--- src/rtl/assert_macros.svh ---
// assertion macros shared by the rtl files
// each macro expects clk and arst_n in the scope where it is used
`ifndef ASSERT_MACROS_SVH
`define ASSERT_MACROS_SVH
`ifndef ASSERT_OFF
`define ASSERT_HOLDS(lbl, prop) \
	lbl: assert property (@(posedge clk) disable iff (!arst_n) (prop)) \
		else $error("%m: invariant violated");
`define ASSERT_IMPLIES(lbl, ante, cons) \
	lbl: assert property (@(posedge clk) disable iff (!arst_n) (ante) |-> (cons)) \
		else $error("%m: implication violated");
`else
`define ASSERT_HOLDS(lbl, prop)
`define ASSERT_IMPLIES(lbl, ante, cons)
`endif
`endif

--- src/rtl/ghp_ram.sv ---
// ghp_ram: generic memory, one write port and one read port, registered read
// no dependencies
`default_nettype none
module ghp_ram #(
	parameter int WIDTH = 8,
	parameter int DEPTH = 16
) (
	input  wire logic                     clk,
	input  wire logic                     we,
	input  wire logic [$clog2(DEPTH)-1:0] waddr,
	input  wire logic [WIDTH-1:0]         wdata,
	input  wire logic [$clog2(DEPTH)-1:0] raddr,
	output logic      [WIDTH-1:0]         rdata
);
	logic [WIDTH-1:0] mem_q [DEPTH];

	always_ff @(posedge clk) begin
		if (we) begin
			mem_q[waddr] <= wdata;
		end
		rdata <= mem_q[raddr];
	end
endmodule
`default_nettype wire

--- config.mk ---
export PLATFORM = sky130hd
export DESIGN_NAME = ghp_ram
export DESIGN_NICKNAME = d
export VERILOG_FILES = /design/src/rtl/assert_macros.svh /design/src/rtl/ghp_ram.sv
export SDC_FILE = /design/constraint.sdc
export NUM_CORES = 1
export LEC_CHECK = 0
export BUFFER_PORTS_ARGS = -buffer_cell sky130_fd_sc_hd__buf_2
export CORE_MARGIN = 2
export CORE_UTILIZATION = 30
export CTS_BUF_LIST = sky130_fd_sc_hd__clkbuf_8
export CTS_CLUSTER_DIAMETER = 60
export DETAILED_ROUTE_END_ITERATION = 12
export SLEW_MARGIN = 40
export SYNTH_ARGS = -nofsm -noshare
export SYNTH_HDL_FRONTEND = slang
export SYNTH_SLANG_ARGS = --single-unit
--- constraint.sdc ---
create_clock -name clk -period 5 [get_ports clk]
set_clock_uncertainty 0.1 [all_clocks]
set_input_delay 0.75 -clock clk [delete_from_list [all_inputs] [get_ports clk]]
set_output_delay 0.75 -clock clk [all_outputs]
set_load 0.01 [all_outputs]
==> metrics, run 1 <==
outcome finished clean; most frequent cells in the layout edfxtp_1 (128), buf_2 (23), mux4_2 (18); fraction of layout cells with a size suffix above 1 31.2%; post-route clock period utilization 41.6%; leading area contributor after synthesis edfxtp_1; core area 16,700 um2; Synth cell types 19; Setup TNS Final 0 ns; H-tree levels 4; number of global-route vias before repair 2,377; WL/cell 20.0 um; delay-heaviest family, CP multiplexers; final global-route overflow total 0; initial core utilization 30.8%; Finished Cell Area 5960 um2; switching power 479 uW; drt pass-1 iters 4; Worst EP arrival 2.28 ns; Worst-Margin Slew 0.803 ns; DIE AREA 18,200 um2; RSZ-0062 raised after global routing false; crit path time final 2.08 ns; R2R Path Start mem_q[1][5]; hold_buf cts 0; Crit Reg-Reg Endpoint rdata[5]; post-synthesis sequential area ratio 77.8%; Residual DRC 0; Nets 284; global-route track usage on met1 16.2%; Hold Violations, Final 0; gr busiest metal met2; RD Place Congestion 0.760; Peak VDD IR 0.166 mV; DRT antenna net count 0; met2 Use GR 17.5%; routed via count 2,335; non-filler cells, final 499; Port-buffer cells 25; fillcell total 1,568; sequential share of power 53.7%; # setup viols final 0; largest net degree at the start of global routing 33; CTS tree yes; Die Width 135 um; DRT iter0 DRCs 150; CP peak stage delay 0.64 ns; Peak Freq 481 MHz; Syn Nets 247; DP Area 5510 um2; Req. time, crit path 5.20 ns; hold-critical path depth 3; HP Class reg -> reg; die span in y 135 um; min-delay src mem_q[14][4]; placed cells 467; post-CTS resize count 0; M3 GR Usage 3.34%; Skew-Pair Late Insertion Delay 0.43 ns; number of synthesis warnings 0; Int Power 1.91 mW; root buffer cell clkbuf_8; Synth area leaders edfxtp_1 (75%), mux4_2 (7.9%), mux4_1 (7.1%); io pins 26; GRT Total Usage 11.5%; Clock Power Share 41.4%; Setup crit start kind primary input; Cell Area, Synth 5150 um2; R2R cell count 3; kind of critical path in -> reg; antenna violations before repair 0; hpwl dp 6230 um; slowest cell on the critical path mux4_1; Pleak 1.93 nW; Area Overhead vs Synth 15.8%; R2R setup slack 3.51 ns; Relative slew margins 46.2%; hold-critical path endpoint rdata[4]; n_diodes 0; Total Routed Length 9980 um; worst path bufs/invs 1; clock-pin transition on the worst setup and hold timing paths 0.07 ns; post-synthesis cell count 229; first-pass GRT wire length 14,700 um; Pwr Total 2.38 mW; Mapped Avg Cell Area 22.5 um2; Crit. path cell count 4; top cell type's share of synthesized area 74.7%; Sink Count 136; flops & latches, synth 136; Rows 47; Combinational Power Share 4.8%; crit path cell chain buf_4 -> mux4_1 -> a22oi_1 -> nand2_1; Max Fanout on Critical Path 32; CTS Buf Count 17; max-cap viol count 0; Post-CTS Setup Bufs 0; sw frac 20.1%; PwrDens 400 nW/um2; commonest non-fill, non-tap cell in the layout edfxtp_1; via/cell ratio 4.68; CTS max path bufs 2; Critical Path End Type flip-flop; Slew Viols, Final 0
==> synthesized netlist by cell type <==
cell and count:
nand2_1 9, nor2_1 13, and2_1 1, and2b_1 1
nor2b_1 1, edfxtp_1 128, nand2b_1 2, nand3_1 1
mux4_1 14, mux4_2 18, or3b_2 1, nor3_1 4
buf_2 3, a22oi_1 16, buf_6 3, buf_4 1
nand3b_1 2, dfxtp_1 8, clkdlybuf4s25_2 3
==> cell type report <==
type                       instances  area (um2)  share of cell area [%]
multi-input combinational         83        1090                    18.2
clock inverter                    15         209                    3.50
clock buffer                      17         234                    3.92
tap                              220         275                    4.62
sequential                       136        4000                    67.2
timing repair buffer              28         153                    2.56
==> worst max-delay path by stage <==
stage	startpoint	end	slack, ns
2_1_floorplan	waddr[2]	mem_q[0][0]	2.66
3_3_place_gp	waddr[2]	mem_q[0][4]	1.99
3_5_place_dp	raddr[0]	rdata[5]	2.43
4_1_cts	raddr[0]	rdata[5]	2.89
5_1_grt	raddr[0]	rdata[5]	2.80
6_report	raddr[0]	rdata[5]	2.92
==> logic make-up after synthesis <==
group | synth area share [%]
flip-flops | 77.8
AND/OR/NAND/NOR | 3.18
multiplexers | 15.0
AO/OA/AOI/OAI | 2.33
buffers and inverters | 1.68
==> routing by layer <==
layer,vias up,share of wire (%)
li1,1047,-
met3,10,6.0
met2,68,47
met5,-,0
met1,1210,46
met4,0,0.95
==> through the flow <==
step	utilization, %	hold slack [ns]	worst slack [ns]
after CTS	35.6	0.571	2.89
after floorplan	-	0.529	2.66
after global routing	35.7	0.593	2.80
final	35.7	0.567	2.92
after detailed placement	33.0	0.554	2.43
after global placement	32.8	0.551	1.99
==> power groups by stage <==
| stage | registers, mW | clock network (mW) | logic (mW) |
|---|---|---|---|
| global placement | 1.31 | 0 | 0.113 |
| CTS | 1.28 | 1.00 | 0.117 |
| global route | 1.28 | 1.05 | 0.126 |
| floorplan | 1.31 | 0 | 0.0647 |
| finish | 1.28 | 0.988 | 0.115 |
| detailed placement | 1.31 | 0 | 0.116 |
==> worst register-to-register path, delay by kind of cell (launching register included) <==
family / cells / cell delay, ns
DFF: 1 / 0.37
muxes: 1 / 0.52
AOI/OAI and AO/OA: 1 / 0.29
and+or+nand+nor: 1 / 0.10
==> sequential cells by signal, indices dropped and copies added (netlist names) <==
signal and count:
rdata 8, mem_q 128
No activity file was read; power rests on OpenSTA's default activity.
==> run 2: changes to the inputs <==
clock period = 2 ns   (was 5 ns; I/O delays follow)
==> run 2 against run 1 <==
  * Cell area is 1.7% higher
  * Hold slack got worse by 0.42 ns
  * Combinational power grew to 2.6 times the previous value
  * Sequential power rose to 2.5 times the previous value
  * Flip-flop and latch count stayed put
  * Utilization grew 0.59 points
  * Routed wire length is 3.0% lower
  * Critical path depth down 1
==> metrics, run 2 (same netlist as run 1, synthesis figures left out) <==
outcome finished clean; H-tree levels 4; Slew Viols, Final 0; Critical Path End Type flip-flop; placed cells 488; HP Class in -> reg; DRT iter0 DRCs 301; Residual DRC 0; fillcell total 1,562; Req. time, crit path 2.21 ns; GRT Total Usage 11.4%; R2R cell count 3; kind of critical path reg -> reg; Setup TNS Final 0 ns; Nets 305; DRT antenna net count 0; max reg flops 128; Die Width 135 um; largest net degree at the start of global routing 28; Worst-Margin Slew 0.427 ns; WL/cell 18.6 um; post-CTS resize count 0; Relative slew margins 71.5%; Rows 47; Port-buffer cells 25; Setup crit start kind flip-flop; die span in y 135 um; RSZ-0062 raised after global routing false; antenna violations before repair 0; max-cap viol count 0; Post-CTS Setup Bufs 0; first-pass GRT wire length 14,900 um; # setup viols final 0; CTS Buf Count 17; Peak VDD IR 0.389 mV; crit path time final 1.50 ns; n_diodes 0; number of global-route vias before repair 2,491; routed via count 2,388; CP peak stage delay 0.55 ns; core area 16,700 um2; Max Fanout on Critical Path 1; Pleak 2.04 nW; post-route clock period utilization 74.9%; Skew-Pair Late Insertion Delay 0.43 ns; via/cell ratio 4.59; hold_buf cts 0; fraction of layout cells with a size suffix above 1 32.3%; most frequent cells in the layout edfxtp_1 (128), buf_2 (25), buf_4 (23); root buffer cell clkbuf_8; CTS tree yes; PwrDens 950 nW/um2; register bank with the most flops mem_q; DIE AREA 18,200 um2; clock-pin transition on the worst setup and hold timing paths 0.08 ns; Area Overhead vs Synth 17.7%; initial core utilization 30.8%; Worst EP arrival 1.71 ns; io pins 26; biggest registers after layout mem_q (128), rdata (8); Peak Freq 668 MHz; crit path cell chain mux4_1 -> a22oi_1 -> nand2_1; hpwl dp 6520 um; commonest non-fill, non-tap cell in the layout edfxtp_1; Sink Count 136; drt pass-1 iters 4; final global-route overflow total 0; Hold Violations, Final 0; Total Routed Length 9670 um; CTS max path bufs 2; hold-critical path depth 1; slowest cell on the critical path mux4_1; RD Place Congestion 0.732; non-filler cells, final 520
[run 2: cell types whose count changed in the layout (fill, tap and decap cells not counted), sizes merged]
cell and change:
buf +21, bufinv -2, inv +4, clkinv -2
clkinvlp -1, clkbuf +1
[run 2: final timing paths]
kind	endpoint	slack (ns)	start
worst max register to register	rdata[1]	0.50	mem_q[5][1]
worst max-delay path	rdata[1]	0.50	mem_q[5][1]
worst min-delay path	mem_q[9][3]	0.15	wdata[3]
worst min register to register	rdata[1]	0.57	mem_q[15][1]
[run 2: metal layers]
metal  share of wire (%)  global-route usage, %
met1                  45                   15.7
met2                  49                   17.7
met3                 5.6                   3.23
met4                0.67                   3.82
met5                   0                      0
[run 2: critical path, delay by kind of cell (launching register included)]
family | cells | cell delay (ns)
muxes | 1 | 0.55
DFF | 1 | 0.38
AOI/OAI and AO/OA | 1 | 0.28
and+or+nand+nor | 1 | 0.08
[run 2: where the power goes]
group / internal (mW) / switching [mW] / total [mW]
sequential: 3.18 / 0.0195 / 3.20
combinational: 0.131 / 0.171 / 0.302
clock: 1.26 / 0.997 / 2.25
total: 4.57 / 1.19 / 5.76
[run 2: final cells by class]
| cell class | instances | area (um2) | area share, % |
|---|---|---|---|
| Multi-Input combinational cell | 83 | 1060 | 17.4 |
| Clock inverter | 14 | 159 | 2.62 |
| Clock buffer | 18 | 248 | 4.09 |
| Timing Repair Buffer | 49 | 318 | 5.24 |
| Sequential cell | 136 | 4000 | 66.1 |
| Tap cell | 220 | 275 | 4.54 |
[run 2: through the flow]
stage	hold slack [ns]	setup slack (ns)	instance area (um2)	power, mW	utilization (%)
floorplan	0.299	0.107	5150	3.43	-
global placement	0.558	0.120	5650	3.57	33.9
finish	0.149	0.502	6060	5.76	36.3
CTS	0.125	0.510	6060	5.81	36.3
global route	0.142	0.423	6060	5.95	36.3
detailed placement	0.563	0.117	5650	3.58	33.9
